$ cat config.mk
export PLATFORM = sky130hd
export DESIGN_NAME = aliq_sum
export DESIGN_NICKNAME = d
export VERILOG_FILES = /design/src/hw/rtl/aliq_pkg.sv /design/src/hw/rtl/aliq_div.sv /design/src/hw/rtl/aliq_sum.sv
export SDC_FILE = /design/constraint.sdc
export NUM_CORES = 1
export LEC_CHECK = 0
export ABC_CLOCK_PERIOD_IN_PS = 9200
export BUFFER_PORTS_ARGS = -buffer_cell sky130_fd_sc_hd__buf_2
export CORE_MARGIN = 2
export CORE_UTILIZATION = 45
export DETAILED_ROUTE_END_ITERATION = 16
export HOLD_SLACK_MARGIN = 0.15
export PLACE_DENSITY_LB_ADDON = 0.2
export SYNTH_ARGS = -nofsm -noshare
export SYNTH_HDL_FRONTEND = slang
export SYNTH_HIERARCHICAL = 1
export SYNTH_SLANG_ARGS = --single-unit
$ cat constraint.sdc
create_clock -name clk -period 9.2 [get_ports clk]
set_clock_uncertainty 0.15 [all_clocks]
set_input_delay 1.84 -clock clk [delete_from_list [all_inputs] [get_ports clk]]
set_output_delay 1.84 -clock clk [all_outputs]
set_load 0.01 [all_outputs]
$ cat src/hw/rtl/aliq_pkg.sv
// Shared constants and state types for the aliquot-sum amicable test block
`default_nettype none

package aliq_pkg;

  localparam int NUM_W          = 20;  // width of the number port
  localparam int SUM_W          = 23;  // width of the reported sums
  localparam int INPUT_BITS_DEF = 20;

  typedef enum logic [1:0] {
    S_IDLE,
    S_CHECK,
    S_DIV,
    S_ADDQ
  } sum_state_t;

  typedef enum logic [2:0] {
    T_IDLE,
    T_FIRST,
    T_START2,
    T_SECOND,
    T_DELIVER
  } top_state_t;

endpackage

`default_nettype wire

$ cat src/hw/rtl/aliq_div.sv
// Restoring radix-2 divider, one quotient bit per cycle
`default_nettype none

module aliq_div #(
  parameter int W = 23
) (
  input  wire logic         clk,
  input  wire logic         rst,
  input  wire logic         start,
  input  wire logic [W-1:0] dividend,
  input  wire logic [W-1:0] divisor,
  output logic              done,
  output logic [W-1:0]      quotient,
  output logic [W-1:0]      remainder
);

  localparam int CNT_W = $clog2(W);

  logic             busy;
  logic [CNT_W-1:0] cnt;
  logic [W-1:0]     rem;
  logic [W-1:0]     quo;
  logic [W-1:0]     dvs;

  logic [W:0]       shifted;
  logic [W:0]       diff;
  logic             fits;

  assign shifted = {rem, quo[W-1]};
  assign diff    = shifted - {1'b0, dvs};
  assign fits    = ~diff[W];

  always_ff @(posedge clk) begin
    if (rst) begin
      busy <= 1'b0;
      done <= 1'b0;
      cnt  <= '0;
    end else begin
      done <= 1'b0;
      if (start) begin
        busy <= 1'b1;
        cnt  <= '0;
      end else if (busy) begin
        cnt <= cnt + CNT_W'(1);
        if (cnt == CNT_W'(W - 1)) begin
          busy <= 1'b0;
          done <= 1'b1;
        end
      end
    end
  end

  always_ff @(posedge clk) begin
    if (start) begin
      rem <= '0;
      quo <= dividend;
      dvs <= divisor;
    end else if (busy) begin
      rem <= fits ? diff[W-1:0] : shifted[W-1:0];
      quo <= {quo[W-2:0], fits};
    end
  end

  assign quotient  = quo;
  assign remainder = rem;

endmodule

`default_nettype wire

$ cat src/hw/rtl/aliq_sum.sv
// Trial-division sequencer: forms 1 + sum of divisor pairs of one operand
`default_nettype none

module aliq_sum #(
  parameter int W  = 23,
  parameter int AW = 26
) (
  input  wire logic         clk,
  input  wire logic         rst,
  input  wire logic         start,
  input  wire logic [W-1:0] operand,
  output logic              done,
  output logic [AW-1:0]     sum
);

  aliq_pkg::sum_state_t state, state_next;

  logic [W-1:0]  m_r;
  logic [W-1:0]  d;
  logic [W:0]    sq;     // d*d, kept by running increments
  logic [AW-1:0] acc;

  logic          in_range;
  logic          div_start;
  logic          div_done;
  logic [W-1:0]  quo;
  logic [W-1:0]  rem;
  logic          hit;
  logic          pair;

  assign in_range = (sq <= (W+1)'(m_r));
  assign hit      = (rem == '0);
  assign pair     = hit && (quo != d);

  aliq_div #(.W(W)) u_div (
    .clk       (clk),
    .rst       (rst),
    .start     (div_start),
    .dividend  (m_r),
    .divisor   (d),
    .done      (div_done),
    .quotient  (quo),
    .remainder (rem)
  );

  always_ff @(posedge clk) begin
    if (rst) begin
      state <= aliq_pkg::S_IDLE;
    end else begin
      state <= state_next;
    end
  end

  always_comb begin
    state_next = state;
    unique case (state)
      aliq_pkg::S_IDLE:  if (start) state_next = aliq_pkg::S_CHECK;
      aliq_pkg::S_CHECK: state_next = in_range ? aliq_pkg::S_DIV : aliq_pkg::S_IDLE;
      aliq_pkg::S_DIV: begin
        if (div_done) state_next = pair ? aliq_pkg::S_ADDQ : aliq_pkg::S_CHECK;
      end
      aliq_pkg::S_ADDQ:  state_next = aliq_pkg::S_CHECK;
      default:           state_next = aliq_pkg::S_IDLE;
    endcase
  end

  always_comb begin
    div_start = 1'b0;
    done      = 1'b0;
    unique case (state)
      aliq_pkg::S_CHECK: begin
        div_start = in_range;
        done      = ~in_range;
      end
      default: begin
        div_start = 1'b0;
        done      = 1'b0;
      end
    endcase
  end

  always_ff @(posedge clk) begin
    if (state == aliq_pkg::S_IDLE && start) begin
      m_r <= operand;
      d   <= W'(2);
      sq  <= (W+1)'(4);
      acc <= AW'(1);
    end else if (state == aliq_pkg::S_DIV && div_done) begin
      if (hit) begin
        acc <= acc + AW'(d);
      end
      if (!pair) begin
        d  <= d + W'(1);
        sq <= sq + {d, 1'b1};
      end
    end else if (state == aliq_pkg::S_ADDQ) begin
      acc <= acc + AW'(quo);
      d   <= d + W'(1);
      sq  <= sq + {d, 1'b1};
    end
  end

  assign sum = acc;

endmodule

`default_nettype wire

# Word level (Yosys, flattened, before mapping)

Index checks and enable logic that the tools add are counted.

Bits of input ports: 26
Output and inout port bits: 27
Flip-flop bits (word level): 174

Equality and inequality tests: 9
$add $sub $neg: 6
Bitwise gates (word level): 3
Order comparisons: 1
Multiplexer cells: 23
Reduce and logical (&&, ||, !) cells: 12

Operators with widths:

| cell                                                            | number |
|---|---|
| 23-bit two-way mux                                              | 6 |
| 26-bit two-way mux                                              | 3 |
| 24-bit two-way mux                                              | 3 |
| 26-bit by 23-bit adder with 26-bit output                       | 2 |
| 24-bit adder                                                    | 1 |
| 24-bit by 23-bit <= comparator with 1-bit output                | 1 |
| 24-bit by 23-bit subtractor with 24-bit output                  | 1 |
| 23-bit by 1-bit adder with 23-bit output, second input constant | 1 |
| 23-bit zero test                                                | 1 |
| 23-bit inequality test                                          | 1 |
| 2-bit two-way mux                                               | 4 |
| 2-bit case mux with 4 select lines                              | 1 |
| 1-bit two-way mux                                               | 6 |
| 2-bit inequality test, second input constant                    | 3 |
| 2-bit AND reduction                                             | 3 |
| 5-bit by 1-bit adder with 5-bit output, second input constant   | 1 |
| 5-bit == test, second input constant                            | 1 |
| 2-bit == test, second input constant                            | 2 |
| 2-bit nonzero test                                              | 2 |
| 1-bit logical AND                                               | 3 |
| 1-bit inverter                                                  | 3 |
| 3-bit OR reduction                                              | 1 |
| 2-bit by 1-bit == test with 1-bit output, second input constant | 1 |
| 2-bit zero test                                                 | 1 |
| 2 further kinds                                                 | 2 |

# Longest topological paths before layout

Gate-level depths: netlist of run 1.

Depth in word-level cells: 5
Depth in mapped cells: 16

# Hierarchy

Netlist of run 1, hierarchy kept.

By module, submodules not included:

| module   | seq. area each (um2) | area each (um2) | cells each | instances |
|---|---|---|---|---|
| aliq_sum | 2,192.1              | 7,170.6         | 844        | 1 |
| aliq_div | 1,981.9              | 4,501.8         | 457        | 1 |

# Worst setup path after synthesis of run 1

OpenSTA, ideal clock, no wires.

Kind: reg-to-reg
Start: register m_r[5]
End: register u_div.quo[10] (netlist: u_div/quotient[10]) (data pin)
Required time: 8.790 ns
Path slack: 4.860 ns
Arrival time: 3.931 ns
Cell stages (with the launch flop): 13
Clock period less this slack: 4.340 ns
Setup time: 0.260 ns
Cell sequence: edfxtp_1 -> inv_1 -> ha_1 -> a21o_1 -> a21o_1 -> a21oi_1 -> o21ai_0 -> a211oi_1 -> nor2_1 -> nor2b_1 -> clkbuf_1 -> clkbuf_1 -> mux2_2

Longest elaborated chain between the ends: 3

Ends and longest elaborated chain:

| what                                             | line           | source |
|---|---|---|
| from (decl)                                      | aliq_sum.sv:18 | `logic [W-1:0] m_r;` |
| from (signal assigned)                           | aliq_sum.sv:84 | `m_r <= operand;` |
| 24-bit by 23-bit <= comparator with 1-bit output | aliq_sum.sv:31 | `assign in_range = (sq <= (W+1)'(m_r));` |
| 1-bit two-way mux                                | aliq_sum.sv:70 | `unique case (state)` |
| named net div_start                              | aliq_sum.sv:24 | `logic div_start;` |
| 23-bit two-way mux                               | aliq_div.sv:54 | `if (start) begin` |
| to (signal assigned)                             | aliq_div.sv:56 | `quo <= dividend;` |
| to (signal assigned)                             | aliq_div.sv:60 | `quo <= {quo[W-2:0], fits};` |
| to (decl)                                        | aliq_div.sv:22 | `logic [W-1:0] quo;` |

The timed path passes the listed nets, and every way through them passes these cells.
A chain may end at the register's enable or synchronous reset.

# Worst setup path in the final report of run 1

Start: register m_r[1]
End: output port done

Longest elaborated chain between the ends: 3

Ends and longest elaborated chain:

| what                                             | line           | source |
|---|---|---|
| 24-bit by 23-bit <= comparator with 1-bit output | aliq_sum.sv:31 |  |
| 1-bit inverter                                   | aliq_sum.sv:73 | `done = ~in_range;` |
| 1-bit two-way mux                                | aliq_sum.sv:70 |  |
| to (decl)                                        | aliq_sum.sv:12 | `output logic done,` |

Every way passes these cells.

==> results.yml, run 1 <==
timing:
  hold_ws_ps: 316
  drv_slew: 0
  setup_violations: 0
  fmax_ghz: 0.208
  slew_headroom: 0.282
  min_period_ps: 4810
  finalCritPeriodShare: 0.523
  rsz0062_at_grt: "no"
  hold_viol: 0
  setup_tns_ps: 0
  tightest_slew_ps: 1070
  worst_slack_ps: 4390
placed_design:
  portBuffers: 52
  dp_hpwl_um: 22200
  place_area_mm2: 0.0122
  dp_slack_ps: 4730
  globalplace.congestion: 0.875
cells_and_area:
  stdcell_area_mm2: 0.0128
  seqCellArea_mm2: 0.00417
  area_growth_pct: 9.52
  fill_cells: 2392
  drive_above_1_share: 0.132
  diodes: 0
  multiInputGateArea_mm2: 0.00700
  layout.nets: 1456
worst_setup_path:
  r2r-end: "u_div/quotient[8]"
  cp_max_fo: 2
  slowest_delay_ps: 460
  cp.depth: 11
  crit_chain: "inv_1 -> ha_1 -> nor2b_1 -> o21ai_0 -> nand2b_1 -> a21oi_1 -> o21ai_0 -> a211oi_1 -> nor2_1 -> and2_1 -> buf_2"
  endpoint_kind: "output port"
  required_ps: 7210
  path_buf_inv: 2
  reg2regPathDepth: 12
  regToRegSetupSlack_ps: 4660
  crit_start: "m_r[1]"
  setup.worst_path.end: "done"
  critPathTopFamily: "compound AO/OA/AOI/OAI gates"
  rr_startpoint: "m_r[1]"
  slowest_stage: "a211oi_1"
  path_class: "reg -> out"
  cp.arrival_ps: 2820
  crit_top_cell: "o21ai_0"
  critical_path.startpoint_type: "flop"
routing:
  drc: 0
  finalWirelength_um: 30100
  first_pass_iters: 5
  drtIter0Drc: 682
  num_vias: 9667
  avgViaCountPerCell: 5.80
  wl_per_cell_um: 18.1
  ant_nets: 0
synth:
  synth.avg_cell_area_um2: 8.97
  ys_ff_latch: 174
  yosys_warnings: 6
  async_flop_share: 0
  ys_types: 89
  syn-num-nets: 1433
  synth_seq_area_share: 0.358
  syn-cell-area_mm2: 0.0117
  synth_cells: 1301
  synth_edf_count: 69
  synth-main-ff-cell: "dfxtp_1"
cts:
  clock_path_buffers: 2
  post-cts-setup-buffers: 0
  post_cts_resized: 0
  numCtsBuffers: 17
  clkSlewWorstSetupHoldPaths_ps: 70
  h-tree-depth: 4
  root_buffer: "clkbuf_16"
  cts_tree: "built"
  cts.sinks: 174
  clkLatencyLatePin_ps: 440
  cts_hold_buf: 0
pwr:
  p_leak_nw: 5.32
  p_per_area_mw_per_mm2: 221
  ir_drop_mv: 0.118
grt:
  grt_pass1_vias: 9061
  grt_max_degree: 62
  antenna_found_initial: 0
  grt.total_usage: 0.227
  grt_pass1_wl_um: 48300
  grt-ovfl-total: 0
floorplan:
  initial_utilization: 0.461
  core_area_mm2: 0.0253
  rows: 58
  die_x_um: 165
  dieHeight_um: 165
  ioPinCount: 53
  dieArea_mm2: 0.0272
flow_run:
  maxCapViolations: 0
worst_hold_path:
  hold_path.class: "reg -> reg"
run_status:
  status: "complete, no violations"
==> state kept, by name (all words and copies together) (netlist names) <==
name,count
sum,26
sq,24
d,23
m_r,23
u_div/dvs,23
u_div/quotient,23
u_div/remainder,23
u_div/cnt,5
state,2
u_div/busy,1
u_div/done,1
==> worst min path at each step <==
stage	from	to	slack [ps]	depth (start not counted)
floorplan	d[22]	u_div/dvs[22]	250	0
detailed placement	sq[0]	sq[0]	310	2
CTS	sq[0]	sq[0]	320	2
global route	sq[0]	sq[0]	330	2
global placement	sq[0]	sq[0]	300	2
finish	sq[0]	sq[0]	320	2
==> power breakdown <==
part / switching (mW) / internal (mW) / leakage, nW
Sequential: 0.104 / 0.927 / 1.50
Combinational: 0.651 / 0.420 / 3.53
Clock: 0.360 / 0.366 / 0.290
==> synthesized netlist by cell type (all sizes together), types with 4 or more instances <==
cell / n / area [um2]
nand2: 139 / 522
nor4: 12 / 81.3
a221oi: 4 / 35.0
o2111ai: 6 / 52.6
a31o: 5 / 43.8
a31oi: 13 / 96.3
nor4b: 6 / 52.6
edfxtp: 69 / 2070
xor2: 38 / 333
o21ai: 63 / 323
nand3b: 6 / 45.0
mux2i: 6 / 60.1
or2: 4 / 25.0
or3: 13 / 86.3
nand3: 41 / 205
a211o: 5 / 45.0
clkbuf: 39 / 148
o311ai: 6 / 52.6
inv: 72 / 270
dfxtp: 105 / 2100
xnor2: 49 / 429
and4: 6 / 53.8
o21a: 9 / 67.6
nand2b: 7 / 43.8
nand4b: 4 / 35.0
and2: 8 / 50.1
and3: 14 / 87.6
nand4: 36 / 225
buf: 19 / 92.6
o21bai: 5 / 37.5
mux2: 44 / 495
ha: 103 / 1290
a211oi: 13 / 97.6
a21oi: 109 / 553
a21o: 31 / 235
nor3: 21 / 115
a311oi: 10 / 93.8
o211ai: 18 / 145
nor2: 86 / 325
nor2b: 8 / 50.1
==> layer usage <==
metal	routed length [um]	track usage
met5	0	0
met4	445	0.0569
met3	1270	0.0410
met2	13400	0.353
met1	15000	0.326
==> placed cells by master (no fill, tap or decap), drive strengths merged, types with 13 or more instances in the layout <==
master  instances
buf            62
and3           14
nand3          41
a21o           31
mux2           44
nor2           86
o211ai         18
ha            103
edfxtp         69
nand4          36
a31oi          13
a21oi         109
a211oi         13
or3            13
nor3           21
inv            81
xor2           38
o21ai          63
xnor2          49
clkbuf         17
dfxtp         105
nand2         139
==> stage by stage <==
stage / utilization / total power [mW] / instances
after global routing: 0.505 / 3.01 / 1667
after floorplan: - / 1.83 / 1301
after global placement: 0.481 / 2.09 / 1635
after detailed placement: 0.481 / 2.10 / 1635
final: 0.505 / 2.83 / 1667
after CTS: 0.505 / 2.83 / 1667
==> worst register-to-register path: stages, from the launching register on <==
cell and delay, ps:
edfxtp_1 400, inv_1 70, ha_1 230, nor2b_1 130, o21ai_0 150, nand2b_1 70, a21oi_1 160, o21ai_0 190
a211oi_1 460, nor2_1 160, nor2b_4 660, nor2_1 470, inv_1 830
==> kinds of logic after synthesis <==
logic type               Yosys count  share of synthesized area
adder cells (fa/ha/maj)          106                      0.116
buffers and inverters            131                     0.0441
XOR/XNOR                          87                     0.0653
flip-flops                       174                      0.358
multiplexers                      50                     0.0476
AND/OR/NAND/NOR                  421                      0.180
AO/OA/AOI/OAI                    332                      0.190
==> layout make-up <==
cell class                 count  share of cell area
multi-input combinational    996               0.547
sequential                   174               0.327
clock buffer                  17              0.0333
tap                          330              0.0323
timing repair buffer          62              0.0262
inverter                      73              0.0214
clock inverter                15              0.0130
Note: power is estimated with default switching activity, not from simulation.
==> run 2: changes to the inputs <==
--- a/config.mk
+++ b/config.mk
@@ -5,7 +5,8 @@
 export SDC_FILE = /design/constraint.sdc
 export NUM_CORES = 1
 export LEC_CHECK = 0
-export ABC_CLOCK_PERIOD_IN_PS = 9200
+export ABC_AREA = 1
+export ABC_CLOCK_PERIOD_IN_PS = 3990
 export BUFFER_PORTS_ARGS = -buffer_cell sky130_fd_sc_hd__buf_2
 export CORE_MARGIN = 2
 export CORE_UTILIZATION = 45
==> constraint.sdc (replaced) <==
create_clock -name clk -period 3.99 [get_ports clk]
set_clock_uncertainty 0.15 [all_clocks]
set_input_delay 0.798 -clock clk [delete_from_list [all_inputs] [get_ports clk]]
set_output_delay 0.798 -clock clk [all_outputs]
set_load 0.01 [all_outputs]
==> run 2 against run 1 <==
Net effect: flip-flop and latch count unchanged; synthesized cell count up 50%; critical path depth did not move; final cell count up 43%.
==> results.yml, run 2 <==
run_status:
  status: "complete, no violations"
synth:
  async_flop_share: 0
  synth_top_cell_area_share: 0.175
  synth_edf_count: 69
  syn-cell-area_mm2: 0.0133
  yosysMostFrequentCell: "nand2_1"
  synthTopCellsByArea: "nand2_1 (18%), dfxtp_1 (16%), edfxtp_1 (16%)"
  synth_seq_area_share: 0.315
  ys_types: 47
  synth-main-ff-cell: "dfxtp_1"
  ys_ff_latch: 174
  yosys_warnings: 6
  syn-num-nets: 2087
  synth.top_cells.by_count: "nand2_1 (619), inv_1 (271), nor2_1 (154), nand3_1 (145), a21oi_1 (109)"
  synth_top_area_cell: "nand2_1"
  synth.avg_cell_area_um2: 6.79
  synth_cells: 1955
cts:
  root_buffer: "clkbuf_16"
  clkLatencyLatePin_ps: 440
  cts.sinks: 174
  numCtsBuffers: 17
  h-tree-depth: 4
  post-cts-setup-buffers: 0
  clock_path_buffers: 2
  cts_tree: "built"
  clkSlewWorstSetupHoldPaths_ps: 70
  cts_hold_buf: 0
  post_cts_resized: 0
worst_setup_path:
  crit_chain: "inv_1 -> ha_1 -> nand2_1 -> nor2_1 -> nand2_1 -> nor2_1 -> nand2_1 -> nand3_1 -> nand2_1 -> nor2_1 -> buf_2"
  slowest_stage: "edfxtp_1"
  r2r-end: "sum[23]"
  cp.arrival_ps: 2560
  rr_startpoint: "state[0]"
  cp_max_fo: 2
  slowest_delay_ps: 410
  required_ps: 3040
  endpoint_kind: "output port"
  regToRegSetupSlack_ps: 590
  path_buf_inv: 2
  path_class: "reg -> out"
  crit_top_cell: "nand2_1"
  critPathTopFamily: "simple AND/OR/NAND/NOR gates"
  reg2regPathDepth: 15
  critical_path.startpoint_type: "flop"
placed_design:
  placed_cells: 2358
  dp_slack_ps: 631
  dp_hpwl_um: 30300
  place_area_mm2: 0.0139
  globalplace.congestion: 0.950
  portBuffers: 52
cells_and_area:
  drive_above_1_share: 0.0852
  layout.nets: 2125
  finalNonFillerCells: 2391
  final_cell_mix: "nand2_1 (619), inv_1 (270), nor2_1 (154)"
  stdcell_area_mm2: 0.0145
  largest_reg_flops: 26
  fill_cells: 2918
  area_growth_pct: 9.18
  final_common_cell: "nand2_1"
  final_util: 0.502
worst_hold_path:
  hold_path.class: "reg -> reg"
  min_to: "u_div/remainder[8]"
  min_from: "u_div/remainder[8]"
  holdPathStages: 2
floorplan:
  rows: 62
  die_x_um: 176
  core_area_mm2: 0.0289
  dieHeight_um: 176
  dieArea_mm2: 0.0309
  ioPinCount: 53
  initial_utilization: 0.460
grt:
  grt_pass1_wl_um: 61400
  grt_use_met3: 0.0403
  antenna_found_initial: 1
  top_usage_layer: "met2"
  grt_max_degree: 49
  grt-ovfl-total: 0
  gr-usage-met1: 0.339
  use_met2: 0.419
  grt.total_usage: 0.253
  grt_pass1_vias: 11663
pwr:
  p_leak_nw: 7.24
  p_per_area_mw_per_mm2: 348
  ir_drop_mv: 0.303
timing:
  tightest_slew_ps: 822
  hold_viol: 0
  setup_violations: 0
  min_period_ps: 3510
  drv_slew: 0
  fmax_ghz: 0.285
  slew_headroom: 0.446
  worst_slack_ps: 485
  rsz0062_at_grt: "no"
  finalCritPeriodShare: 0.879
  setup_tns_ps: 0
routing:
  num_vias: 12625
  first_pass_iters: 6
  ant_nets: 0
  drtIter0Drc: 961
  finalWirelength_um: 38900
  wl_per_cell_um: 16.3
  drc: 0
  avgViaCountPerCell: 5.28
flow_run:
  maxCapViolations: 0
## run 2: changes by cell type in the layout (fill, tap and decap cells not counted), sizes merged, moves of 13 or more
cell and change:
a21o -25, xnor2 -21, mux2 -44, a21oi +21
inv +199, and3 -14, nor2 +73, or3 -13
nand3 +106, o211ai -13, nand2 +510, xor2 +13
## run 2: per-stage QoR
step           total power, mW  hold slack, ps
5_1_grt                   5.29             362
4_1_cts                   5.06             349
3_3_place_gp              3.21             323
3_5_place_dp              3.22             332
6_report                  5.05             347
2_1_floorplan             2.87             281
## run 2: logic make-up after synthesis
kind of cell / count (synthesis) / synth area share
and+or+nand+nor: 1037 / 0.331
AOI/OAI and AO/OA: 232 / 0.0994
DFF: 174 / 0.315
adders and majority gates: 106 / 0.102
buffers and inverters: 327 / 0.101
xor gates and xnor gates: 79 / 0.0521
## run 2: routing by layer
layer | share of wire | wire length (um) | vias to the layer above
li1 | - | - | 6360
met1 | 0.46 | 17800 | 5794
met2 | 0.46 | 18000 | 411
met3 | 0.059 | 2310 | 60
met4 | 0.022 | 853 | 0
met5 | 0 | 0 | -
## run 2: final cells by class
class	instances	area (um2)	area share
Clock inverter	13	201	0.0139
Sequential cell	174	4170	0.288
Antenna cell	1	2.50	0.000173
Timing Repair Buffer	71	415	0.0287
Tap cell	384	480	0.0332
Inverter	275	1030	0.0712
Multi-Input combinational cell	1454	7750	0.535
Clock buffer	19	433	0.0299
## run 2: worst max-delay path by stage
| stage | start | to | depth (start not counted) | slack, ps |
|---|---|---|---|---|
| 2_1_floorplan | m_r[15] | u_div/quotient[0] | 13 | 810 |
| 3_3_place_gp | state[0] | sum[23] | 15 | 640 |
| 3_5_place_dp | state[0] | sum[23] | 15 | 630 |
| 4_1_cts | m_r[20] | done | 11 | 490 |
| 5_1_grt | state[0] | sum[23] | 15 | 310 |
| 6_report | m_r[20] | done | 11 | 480 |
## run 2: power breakdown
group,internal [mW],switching [mW],leakage (nW)
Clock,1.07,0.779,0.303
Combinational,0.352,0.712,5.42
Sequential,2.01,0.128,1.51
## run 2: worst min-delay path, stage by stage (launching register included)
cell	delay [ps]
dfxtp_1	340
nand2_1	70
nand2_1	40
==> run 3: changes to the inputs <==
--- a/config.mk
+++ b/config.mk
@@ -13,6 +13,7 @@
 export DETAILED_ROUTE_END_ITERATION = 16
 export HOLD_SLACK_MARGIN = 0.15
 export PLACE_DENSITY_LB_ADDON = 0.2
+export SKIP_CTS_REPAIR_TIMING = 1
 export SYNTH_ARGS = -nofsm -noshare
 export SYNTH_HDL_FRONTEND = slang
 export SYNTH_HIERARCHICAL = 1
==> constraint.sdc (replaced) <==
create_clock -name clk -period 3.99 [get_ports clk]
set_clock_uncertainty 0.15 [all_clocks]
set_input_delay 0.399 -clock clk [delete_from_list [all_inputs] [get_ports clk]]
set_output_delay 0.399 -clock clk [all_outputs]
set_load 0.01 [all_outputs]
==> run 3 against run 2 <==
Net effect: die area did not move; clock-buffer cell count did not move; register-to-register slack got worse by 40 ps; flip-flop and latch count did not move; via count rose by 0.17%; critical path type is now reg -> reg; final cell count rose by 1.0%; combinational power barely moved; first-iteration DRC count rose by 4.2%; critical path depth rose by 4; final area rose by 1.2%; total power fell by 2.0%; sequential power barely moved.
==> results.yml, run 3 (same netlist as run 2, synthesis figures left out) <==
floorplan:
  rows: 62
  dieArea_mm2: 0.0309
  die_x_um: 176
  dieHeight_um: 176
  core_area_mm2: 0.0289
  ioPinCount: 53
  initial_utilization: 0.460
placed_design:
  dp_hpwl_um: 30500
  globalplace.congestion: 0.950
  placed_cells: 2358
  portBuffers: 52
grt:
  grt_max_degree: 49
  top_usage_layer: "met2"
  grt-ovfl-total: 0
  gr-usage-met1: 0.340
  antenna_found_initial: 1
  grt_use_met3: 0.0400
  grt_pass1_vias: 11977
  grt.total_usage: 0.258
  grt_pass1_wl_um: 62800
  use_met2: 0.429
routing:
  num_vias: 12646
  drtIter0Drc: 1001
  first_pass_iters: 5
  ant_nets: 0
  drc: 0
  avgViaCountPerCell: 5.24
  wl_per_cell_um: 16.4
  finalWirelength_um: 39500
pwr:
  p_per_area_mw_per_mm2: 337
  seq_power_share: 0.432
  p_leak_nw: 7.31
  ir_drop_mv: 0.261
  pwr-share-comb: 0.219
  power_frac_clock: 0.350
  p_int_mw: 3.31
  swShare: 0.330
  switchingPower_mw: 1.63
worst_setup_path:
  path_class: "reg -> reg"
  cp.arrival_ps: 3630
  required_ps: 4180
  critical_path.startpoint_type: "flop"
  endpoint_kind: "flop"
  cp_max_fo: 32
cts:
  cts.sinks: 174
  h-tree-depth: 4
  cts_tree: "built"
  root_buffer: "clkbuf_16"
  clock_path_buffers: 2
  clkSlewWorstSetupHoldPaths_ps: 70
  clkLatencyLatePin_ps: 440
  numCtsBuffers: 17
cells_and_area:
  final_common_cell: "nand2_1"
  drive_above_1_share: 0.0842
  area_growth_pct: 10.5
  layout.nets: 2149
  finalNonFillerCells: 2415
  fill_cells: 2955
  final_cell_mix: "nand2_1 (619), inv_1 (270), nor2_1 (154)"
  largest_reg_flops: 26
run_status:
  status: "complete, no violations"
timing:
  setup_violations: 0
  drv_slew: 0
  rsz0062_at_grt: "no"
  hold_ws_ps: 234
  min_period_ps: 3440
  tightest_slew_ps: 833
  slew_headroom: 0.439
  finalCritPeriodShare: 0.862
  fmax_ghz: 0.291
  setup_tns_ps: 0
  hold_viol: 0
flow_run:
  maxCapViolations: 0
worst_hold_path:
  hold_path.class: "in -> reg"
==> run 3: routing by layer <==
layer	routed length [um]	vias to the layer above
met3	2480	73
met1	17800	5760
met2	18100	417
met5	0	-
met4	1190	0
li1	-	6396
==> run 3: cell type report <==
class | count | area (um2) | area share
multi-input cells | 1454 | 7750 | 0.528
flip-flops and latches | 174 | 4170 | 0.285
inverters | 275 | 1030 | 0.0704
repair buffers | 95 | 643 | 0.0438
well taps | 384 | 480 | 0.0328
clock buffers | 19 | 433 | 0.0295
clock inverters | 13 | 153 | 0.0104
diodes | 1 | 2.50 | 0.000171
==> run 3: final timing paths <==
check                                     endpoint  depth (start not counted)  slack (ps)          startpoint
worst max-delay path                       sum[23]                         15         550            state[0]
worst min register to register  u_div/remainder[1]                          2         350  u_div/remainder[1]
worst max register to register             sum[23]                         15         550            state[0]
worst min-delay path                      state[0]                          4         230               start
==> run 3: per-stage QoR <==
step | utilization | instance area, um2 | worst slack, ps | power, mW
CTS | 0.500 | 14400 | 601 | 4.94
global placement | 0.480 | 13800 | 647 | 3.21
floorplan | - | 13300 | 808 | 2.87
global route | 0.508 | 14700 | 271 | 5.18
finish | 0.508 | 14700 | 549 | 4.94
detailed placement | 0.480 | 13800 | 618 | 3.21
==> run 3: power groups by stage <==
| stage | Sequential [mW] | Combinational [mW] | Clock, mW |
|---|---|---|---|
| 2_1_floorplan | 2.12 | 0.756 | 0 |
| 3_3_place_gp | 2.17 | 1.04 | 0 |
| 3_5_place_dp | 2.17 | 1.04 | 0 |
| 4_1_cts | 2.13 | 1.05 | 1.76 |
| 5_1_grt | 2.15 | 1.21 | 1.82 |
| 6_report | 2.13 | 1.08 | 1.73 |
==> run 3: worst max-delay path: stages, from the launching register on <==
cell	delay, ps
dfxtp_1	410
inv_1	90
ha_1	230
nand2_1	110
buf_4	290
nand2_1	70
o21ai_0	160
ha_1	320
a21oi_1	290
o21ai_0	220
a21oi_1	450
inv_1	140
nand2_1	100
nand3_1	120
a21oi_1	150
nor2_1	60
